==> config.mk <==
export PLATFORM = sky130hd
export DESIGN_NAME = word_ring_byte_hash_unit
export DESIGN_NICKNAME = d
export VERILOG_FILES = /design/src/rtl/wrbh_pkg.sv /design/src/rtl/wrbh_ctrl.sv /design/src/rtl/wrbh_dp.sv /design/src/rtl/word_ring_byte_hash_unit.sv
export SDC_FILE = /design/constraint.sdc
export NUM_CORES = 1
export LEC_CHECK = 0
export ABC_CLOCK_PERIOD_IN_PS = 5760
export BUFFER_PORTS_ARGS = -buffer_cell sky130_fd_sc_hd__buf_4
export CAP_MARGIN = 20
export CORE_MARGIN = 5
export CORE_UTILIZATION = 45
export DETAILED_ROUTE_END_ITERATION = 6
export PLACE_DENSITY = 0.68
export SYNTH_ARGS = -nofsm -noshare
export SYNTH_HDL_FRONTEND = slang
export SYNTH_SLANG_ARGS = --single-unit
==> constraint.sdc <==
create_clock -name clk -period 5.76 [get_ports clk]
set_clock_uncertainty 0.15 [all_clocks]
set_input_delay 0.576 -clock clk [delete_from_list [all_inputs] [get_ports clk]]
set_output_delay 0.576 -clock clk [all_outputs]
set_load 0.1 [all_outputs]
==> src/rtl/wrbh_pkg.sv <==
// ----------------------------------------------------------------------------
// wrbh_pkg
// Shared types, constants and mix function for the word ring byte hash.
// ----------------------------------------------------------------------------
package wrbh_pkg;

	localparam int RING_WORDS = 8;
	localparam int IDX_W      = $clog2(RING_WORDS);

	// ring start values
	localparam logic [31:0] RING_INIT [RING_WORDS] = '{
		32'h6a09e667, 32'hbb67ae85, 32'h3c6ef372, 32'ha54ff53a,
		32'h510e527f, 32'h9b05688c, 32'h1f83d9ab, 32'h5be0cd19
	};

	typedef struct packed {
		logic [7:0] data_byte;
		logic       has_byte;
		logic       end_of_message;
	} msg_t;

	typedef struct packed {
		logic [31:0]      digest_word;
		logic [IDX_W-1:0] word_index;
		logic             last_word;
	} dig_t;

	// controller to datapath commands
	typedef struct packed {
		logic             capture;
		logic             mix_step;
		logic             emit_step;
		logic [IDX_W-1:0] idx;
	} wrbh_cmd_t;

	function automatic logic [31:0] rotr32(input logic [31:0] x, input int n);
		rotr32 = (x >> n) | (x << (32 - n));
	endfunction

	// a + s0(a) + b + s1(b) + c
	function automatic logic [31:0] mix_word(input logic [31:0] a,
	                                         input logic [31:0] b,
	                                         input logic [31:0] c);
		logic [31:0] s0;
		logic [31:0] s1;
		s1 = rotr32(b, 25) ^ rotr32(b, 11) ^ b;
		s0 = rotr32(a, 22) ^ rotr32(a, 13) ^ rotr32(a, 2);
		mix_word = a + s0 + b + s1 + c;
	endfunction

endpackage

==> src/rtl/wrbh_ctrl.sv <==
// ----------------------------------------------------------------------------
// wrbh_ctrl
// Sequencer: accepts a request, steps the mix eight times for a byte, then the output at a message end.
// ----------------------------------------------------------------------------
module wrbh_ctrl (
	input  logic                clk,
	input  logic                arst_n,
	input  logic                msg_valid,
	input  logic                has_byte,
	input  logic                end_of_message,
	output logic                msg_stall,
	output logic                dig_valid,
	input  logic                dig_stall,
	output wrbh_pkg::wrbh_cmd_t cmd
);
	import wrbh_pkg::*;

	typedef enum logic [1:0] {
		ST_IDLE,
		ST_MIX,
		ST_EMIT
	} state_t;

	localparam logic [IDX_W-1:0] STEP_LAST = IDX_W'(RING_WORDS - 1);

	state_t           state_q;
	logic [IDX_W-1:0] step_q;
	logic             end_q;
	logic             dig_valid_q;

	always_ff @(posedge clk or negedge arst_n) begin
		if (!arst_n) begin
			state_q     <= ST_IDLE;
			step_q      <= '0;
			end_q       <= 1'b0;
			dig_valid_q <= 1'b0;
		end else begin
			case (state_q)
				ST_IDLE: begin
					if (msg_valid) begin
						step_q <= '0;
						end_q  <= end_of_message;
						if (has_byte) begin
							state_q <= ST_MIX;
						end else if (end_of_message) begin
							state_q     <= ST_EMIT;
							dig_valid_q <= 1'b1;
						end
					end
				end
				ST_MIX: begin
					step_q <= step_q + 1'b1;
					if (step_q == STEP_LAST) begin
						if (end_q) begin
							state_q     <= ST_EMIT;
							dig_valid_q <= 1'b1;
						end else begin
							state_q <= ST_IDLE;
						end
					end
				end
				ST_EMIT: begin
					if (!dig_stall) begin
						step_q <= step_q + 1'b1;
						if (step_q == STEP_LAST) begin
							state_q     <= ST_IDLE;
							dig_valid_q <= 1'b0;
						end
					end
				end
				default: begin
					state_q     <= ST_IDLE;
					dig_valid_q <= 1'b0;
				end
			endcase
		end
	end

	assign msg_stall     = (state_q != ST_IDLE);
	assign dig_valid     = dig_valid_q;
	assign cmd.capture   = (state_q == ST_IDLE) && msg_valid && has_byte;
	assign cmd.mix_step  = (state_q == ST_MIX);
	assign cmd.emit_step = (state_q == ST_EMIT) && !dig_stall;
	assign cmd.idx       = step_q;

endmodule

==> src/rtl/wrbh_dp.sv <==
// ----------------------------------------------------------------------------
// wrbh_dp
// Rotating ring of eight words with one shared mix unit at its head.
// ----------------------------------------------------------------------------
module wrbh_dp (
	input  logic                clk,
	input  logic [7:0]          data_byte,
	input  wrbh_pkg::wrbh_cmd_t cmd,
	output wrbh_pkg::dig_t      dig,
	input  logic                arst_n
);
	import wrbh_pkg::*;

	logic [7:0]  byte_q;
	logic [31:0] ring_q [RING_WORDS];
	logic [31:0] mix_out;
	logic [31:0] byte_ext;

	assign byte_ext = {{24{byte_q[7]}}, byte_q};
	// head word mixes with its ring neighbor; new word enters at the tail
	assign mix_out  = mix_word(ring_q[0], ring_q[1], byte_ext);

	always_ff @(posedge clk) begin
		if (cmd.capture) begin
			byte_q <= data_byte;
		end
	end

	always_ff @(posedge clk or negedge arst_n) begin
		if (!arst_n) begin
			for (int i = 0; i < RING_WORDS; i++) begin
				ring_q[i] <= RING_INIT[i];
			end
		end else if (cmd.mix_step || cmd.emit_step) begin
			for (int i = 0; i < RING_WORDS - 1; i++) begin
				ring_q[i] <= ring_q[i + 1];
			end
			// emitting refills the tail with start values in order
			ring_q[RING_WORDS - 1] <= cmd.mix_step ? mix_out : RING_INIT[cmd.idx];
		end
	end

	assign dig.digest_word = ring_q[0];
	assign dig.word_index  = cmd.idx;
	assign dig.last_word   = (cmd.idx == IDX_W'(RING_WORDS - 1));

endmodule

==> src/rtl/word_ring_byte_hash_unit.sv <==
// ----------------------------------------------------------------------------
// word_ring_byte_hash_unit
// Byte-serial hash over a ring of eight 32-bit words, digest out word by word.
// ----------------------------------------------------------------------------
// Each request carries one message byte (sign-extended before mixing), a flag
// that says whether the byte is present, and an end-of-message flag. A request
// with a byte is accepted, then the single mix unit updates one ring word per
// cycle, word 0 first, because each update feeds the next; the next request is
// held off until all eight words are done. A request marked as the end then
// sends the eight digest words, word 0 first, one per cycle when the output is
// not stalled, and the ring goes back to the start values as the words leave.
// A request with neither flag is taken and changes nothing.
// ----------------------------------------------------------------------------
module word_ring_byte_hash_unit (
	input  logic            clk,
	input  logic            arst_n,
	// request channel
	input  logic            msg_valid,
	output logic            msg_stall,
	input  wrbh_pkg::msg_t  msg,
	// digest channel
	output logic            dig_valid,
	input  logic            dig_stall,
	output wrbh_pkg::dig_t  dig
);
	import wrbh_pkg::*;

	wrbh_cmd_t cmd;

	// sequencer: owns the step count and both handshakes
	wrbh_ctrl u_ctrl (
		.clk            (clk),
		.arst_n         (arst_n),
		.msg_valid      (msg_valid),
		.has_byte       (msg.has_byte),
		.end_of_message (msg.end_of_message),
		.msg_stall      (msg_stall),
		.dig_valid      (dig_valid),
		.dig_stall      (dig_stall),
		.cmd            (cmd)
	);

	// ring registers and mix unit; the ring head is the digest word on output
	wrbh_dp u_dp (
		.clk       (clk),
		.data_byte (msg.data_byte),
		.cmd       (cmd),
		.dig       (dig),
		.arst_n    (arst_n)
	);

endmodule

==> metrics.json <==
{
  "setup.worst_path.end_class": "flip-flop",
  "grt.overflow.total": 0,
  "synth.cell_area_um2": 15900,
  "postSynth.asyncResetShare_pct": 97.0,
  "initial_antenna_violation_count": 0,
  "synthesis.nets": 1502,
  "final_layout_size_suffix_gt1_share_pct": 34.3,
  "crit_path_top_delay_cell": "dfstp_2",
  "finalMaxSlewViolations": 0,
  "core_area_um2": 34700,
  "cp_slowest_stage_delay_ns": 0.68,
  "clock_path_buffers": 3,
  "top_area_cell_type_share_of_the_netlist_area_pct": 22.5,
  "via_count": 10000,
  "worstPathRequired_ns": 6.09,
  "finalCoreUtilization_pct": 50.4,
  "die_y_um": 198,
  "yosys-top-cells-count": "mux2_2, inv_1, dfstp_2",
  "portBuffers": 51,
  "final_antenna_net_count": 0,
  "clock-sinks": 271,
  "cts-htree-levels": 1,
  "insertedDiodeCount": 0,
  "place.detailed.hpwl_um": 28400,
  "initial_core_util_pct": 45.7,
  "cp_cell_sequence": "inv_1 -> xnor2_1 -> nor2_1 -> a21oi_1 -> fa_1 -> fa_1 -> inv_1 -> ha_1 -> inv_1 -> fa_1 -> nor2b_1 -> o211ai_1 -> a31o_2 -> a31oi_1 -> a31o_2 -> a31oi_1 -> o221a_2",
  "finalCriticalPeriod_ns": 4.82,
  "synth_sequential_area_ratio_pct": 44.1,
  "count_of_nets_after_finishing": 1513,
  "fmax_mhz": 207,
  "tritoncts.num_buffers": 29,
  "setup_viol_count_final": 0,
  "gp_congestion": 1.00,
  "drc_errors": 0,
  "count_of_flip_flops_with_a_built_in_enable_after_synthesis": 8,
  "grt.total_usage_pct": 20.0,
  "floorplan.die.width_um": 198,
  "yosys.cell_count.top_type": "mux2_2",
  "boundaryPins": 52,
  "dominantRegCellSynth": "dfstp_2",
  "floorplan.rows": 68,
  "critPathKind": "reg2reg",
  "synth_cells": 1381,
  "detail_route.wl_per_cell_um": 20.6,
  "yosys-top-cells-area": "dfstp_2, dfrtp_1, mux2_2",
  "grt_max_degree": 162,
  "rsz_0062_raised_after_global_routing": "false",
  "fin_tns_setup_ns": 0,
  "final_hold_viols": 0,
  "grt_pass1_vias": 10400,
  "clock_insertion_delay_worst_skew_ns": 0.55,
  "max-slew-margin-rel_pct": 38.0,
  "tritoncts_clock_tree": "done",
  "critPathMaxFanout": 5,
  "syn_avg_cell_area_um2": 11.5,
  "vias_per_cell": 5.38,
  "post-cts-setup-buffer-count": 0,
  "cts.clk_slew.worst_paths_ns": 0.06,
  "worst_setup_path_start_kind": "flip-flop",
  "worst_slew_pin_slew_ns": 0.930,
  "die_area_um2": 39100,
  "timing.hold.worst.class": "in2reg",
  "synth_seq_cells": 271,
  "outcome": "finished, final reports clean",
  "layout-area-overhead-vs-synth_pct": 10.2,
  "synthDominantAreaCellType": "dfstp_2",
  "ys_warn_count": 0,
  "timing.critical_path.arrival_ns": 5.15,
  "root_buffer": "clkbuf_16",
  "max_cap_viol_count": 0,
  "dr.first_iter.drc_count": 756,
  "ys_types": 52,
  "timing.final.crit_share_pct": 83.7,
  "detailedRoute.firstPassIterationCount": 6,
  "postRouteWirelength_um": 38400,
  "grt_first_pass_wirelength_um": 61100
}
-- metal layers --
metal / GRT usage [%] / part of all wire [%] / routed length [um]
met5: 0 / 0 / 0
met2: 32.9 / 47 / 18200
met3: 3.10 / 5.3 / 2030
met1: 27.3 / 44 / 16800
met4: 6.99 / 3.7 / 1440
-- sequential cells by signal, summed over array words and instances, names as in the netlist --
signal	flops
u_dp.byte_q	8
u_ctrl.step_q	3
u_dp.ring_q	224
u_ctrl.dig_valid	1
u_ctrl.end_q	1
u_dp.dig	32
u_ctrl.state_q	2
-- area by class of cell --
class / instances / area [um^2]
flip-flops and latches: 271 / 6990
fillers: 3090 / 17200
inverters: 160 / 601
multi-input cells: 870 / 7850
repair buffers: 60 / 498
clock buffers: 43 / 858
clock inverters: 10 / 116
well taps: 455 / 569
-- layout by cell type (no fill, tap or decap), drive strengths merged, types with 6 or more instances in the layout --
| cell | synthesis | layout |
|---|---|---|
| nand2b | 8 | 8 |
| a21oi | 57 | 57 |
| mux2 | 232 | 232 |
| mux2i | 6 | 6 |
| dfstp | 136 | 136 |
| nor2 | 34 | 34 |
| nor3 | 7 | 7 |
| clkinv | 0 | 6 |
| a31oi | 11 | 11 |
| xnor2 | 110 | 110 |
| clkbuf | 41 | 43 |
| o211ai | 10 | 10 |
| a21o | 18 | 18 |
| dfrtp | 127 | 127 |
| nand2 | 80 | 80 |
| inv | 160 | 162 |
| xor2 | 36 | 36 |
| o21bai | 6 | 6 |
| edfxtp | 8 | 8 |
| a211oi | 15 | 15 |
| o21ai | 64 | 64 |
| buf | 39 | 59 |
| nand3 | 6 | 6 |
| fa | 61 | 61 |
| ha | 46 | 46 |
-- through the flow --
| stage | instance area, um^2 | instances | hold slack, ns | setup slack (ns) |
|---|---|---|---|---|
| floorplan | 15900 | 1381 | 0.130 | 1.34 |
| global placement | 16500 | 1815 | 0.328 | 1.02 |
| detailed placement | 16500 | 1815 | 0.339 | 0.963 |
| CTS | 17500 | 1869 | 0.0249 | 0.963 |
| global route | 17500 | 1869 | 0.0314 | 0.749 |
| finish | 17500 | 1869 | 0.0537 | 0.939 |
-- path summary, 6_finish.rpt --
path                                                 to                         start  slack, ns  cells after the start
min                            u_dp.byte_q[3]$_DFFE_PP_                        msg[5]       0.05                      1
max                         u_dp.ring_q[23]$_DFFE_PN1P_      u_dp.dig[17]$_DFFE_PN1P_       0.94                     17
max reg2reg                 u_dp.ring_q[23]$_DFFE_PN1P_      u_dp.dig[17]$_DFFE_PN1P_       0.94                     17
min reg2reg                u_dp.ring_q[134]$_DFFE_PN0P_  u_dp.ring_q[134]$_DFFE_PN0P_       0.35                      1
max in group asynchronous  u_dp.ring_q[134]$_DFFE_PN0P_                        arst_n       3.60                      3
min in group asynchronous  u_dp.ring_q[109]$_DFFE_PN0P_                        arst_n       0.53                      2
-- repair_timing --
item,in CTS,in global routing
setup endpoints to repair,0,0
hold endpoints to repair,59,0
hold buffers,1,0
resized for setup,0,0
-- kinds of logic (layout without fill, tap and decap cells) --
kind of cell | Yosys count | count (layout) | synth area share, %
flops | 271 | 271 | 44.1
buf+inv | 240 | 273 | 6.51
mux | 238 | 238 | 16.8
compound gates | 215 | 215 | 8.40
simple gates | 162 | 162 | 4.53
xor+xnor | 148 | 148 | 8.34
fa+ha+maj | 107 | 107 | 11.3
-- critical path, delay by kind of cell, from the launching register on --
family                   cells  cell delay, ns
AO/OA/AOI/OAI                7            1.57
AND/OR/NAND/NOR              2            0.25
buffers and inverters        3            0.27
flip-flops                   1            0.68
adder cells (fa/ha/maj)      4            1.54
XOR/XNOR                     1            0.29
Power is not shown: default switching activity piles up to over one toggle a cycle in this logic, so the estimate is an artifact.
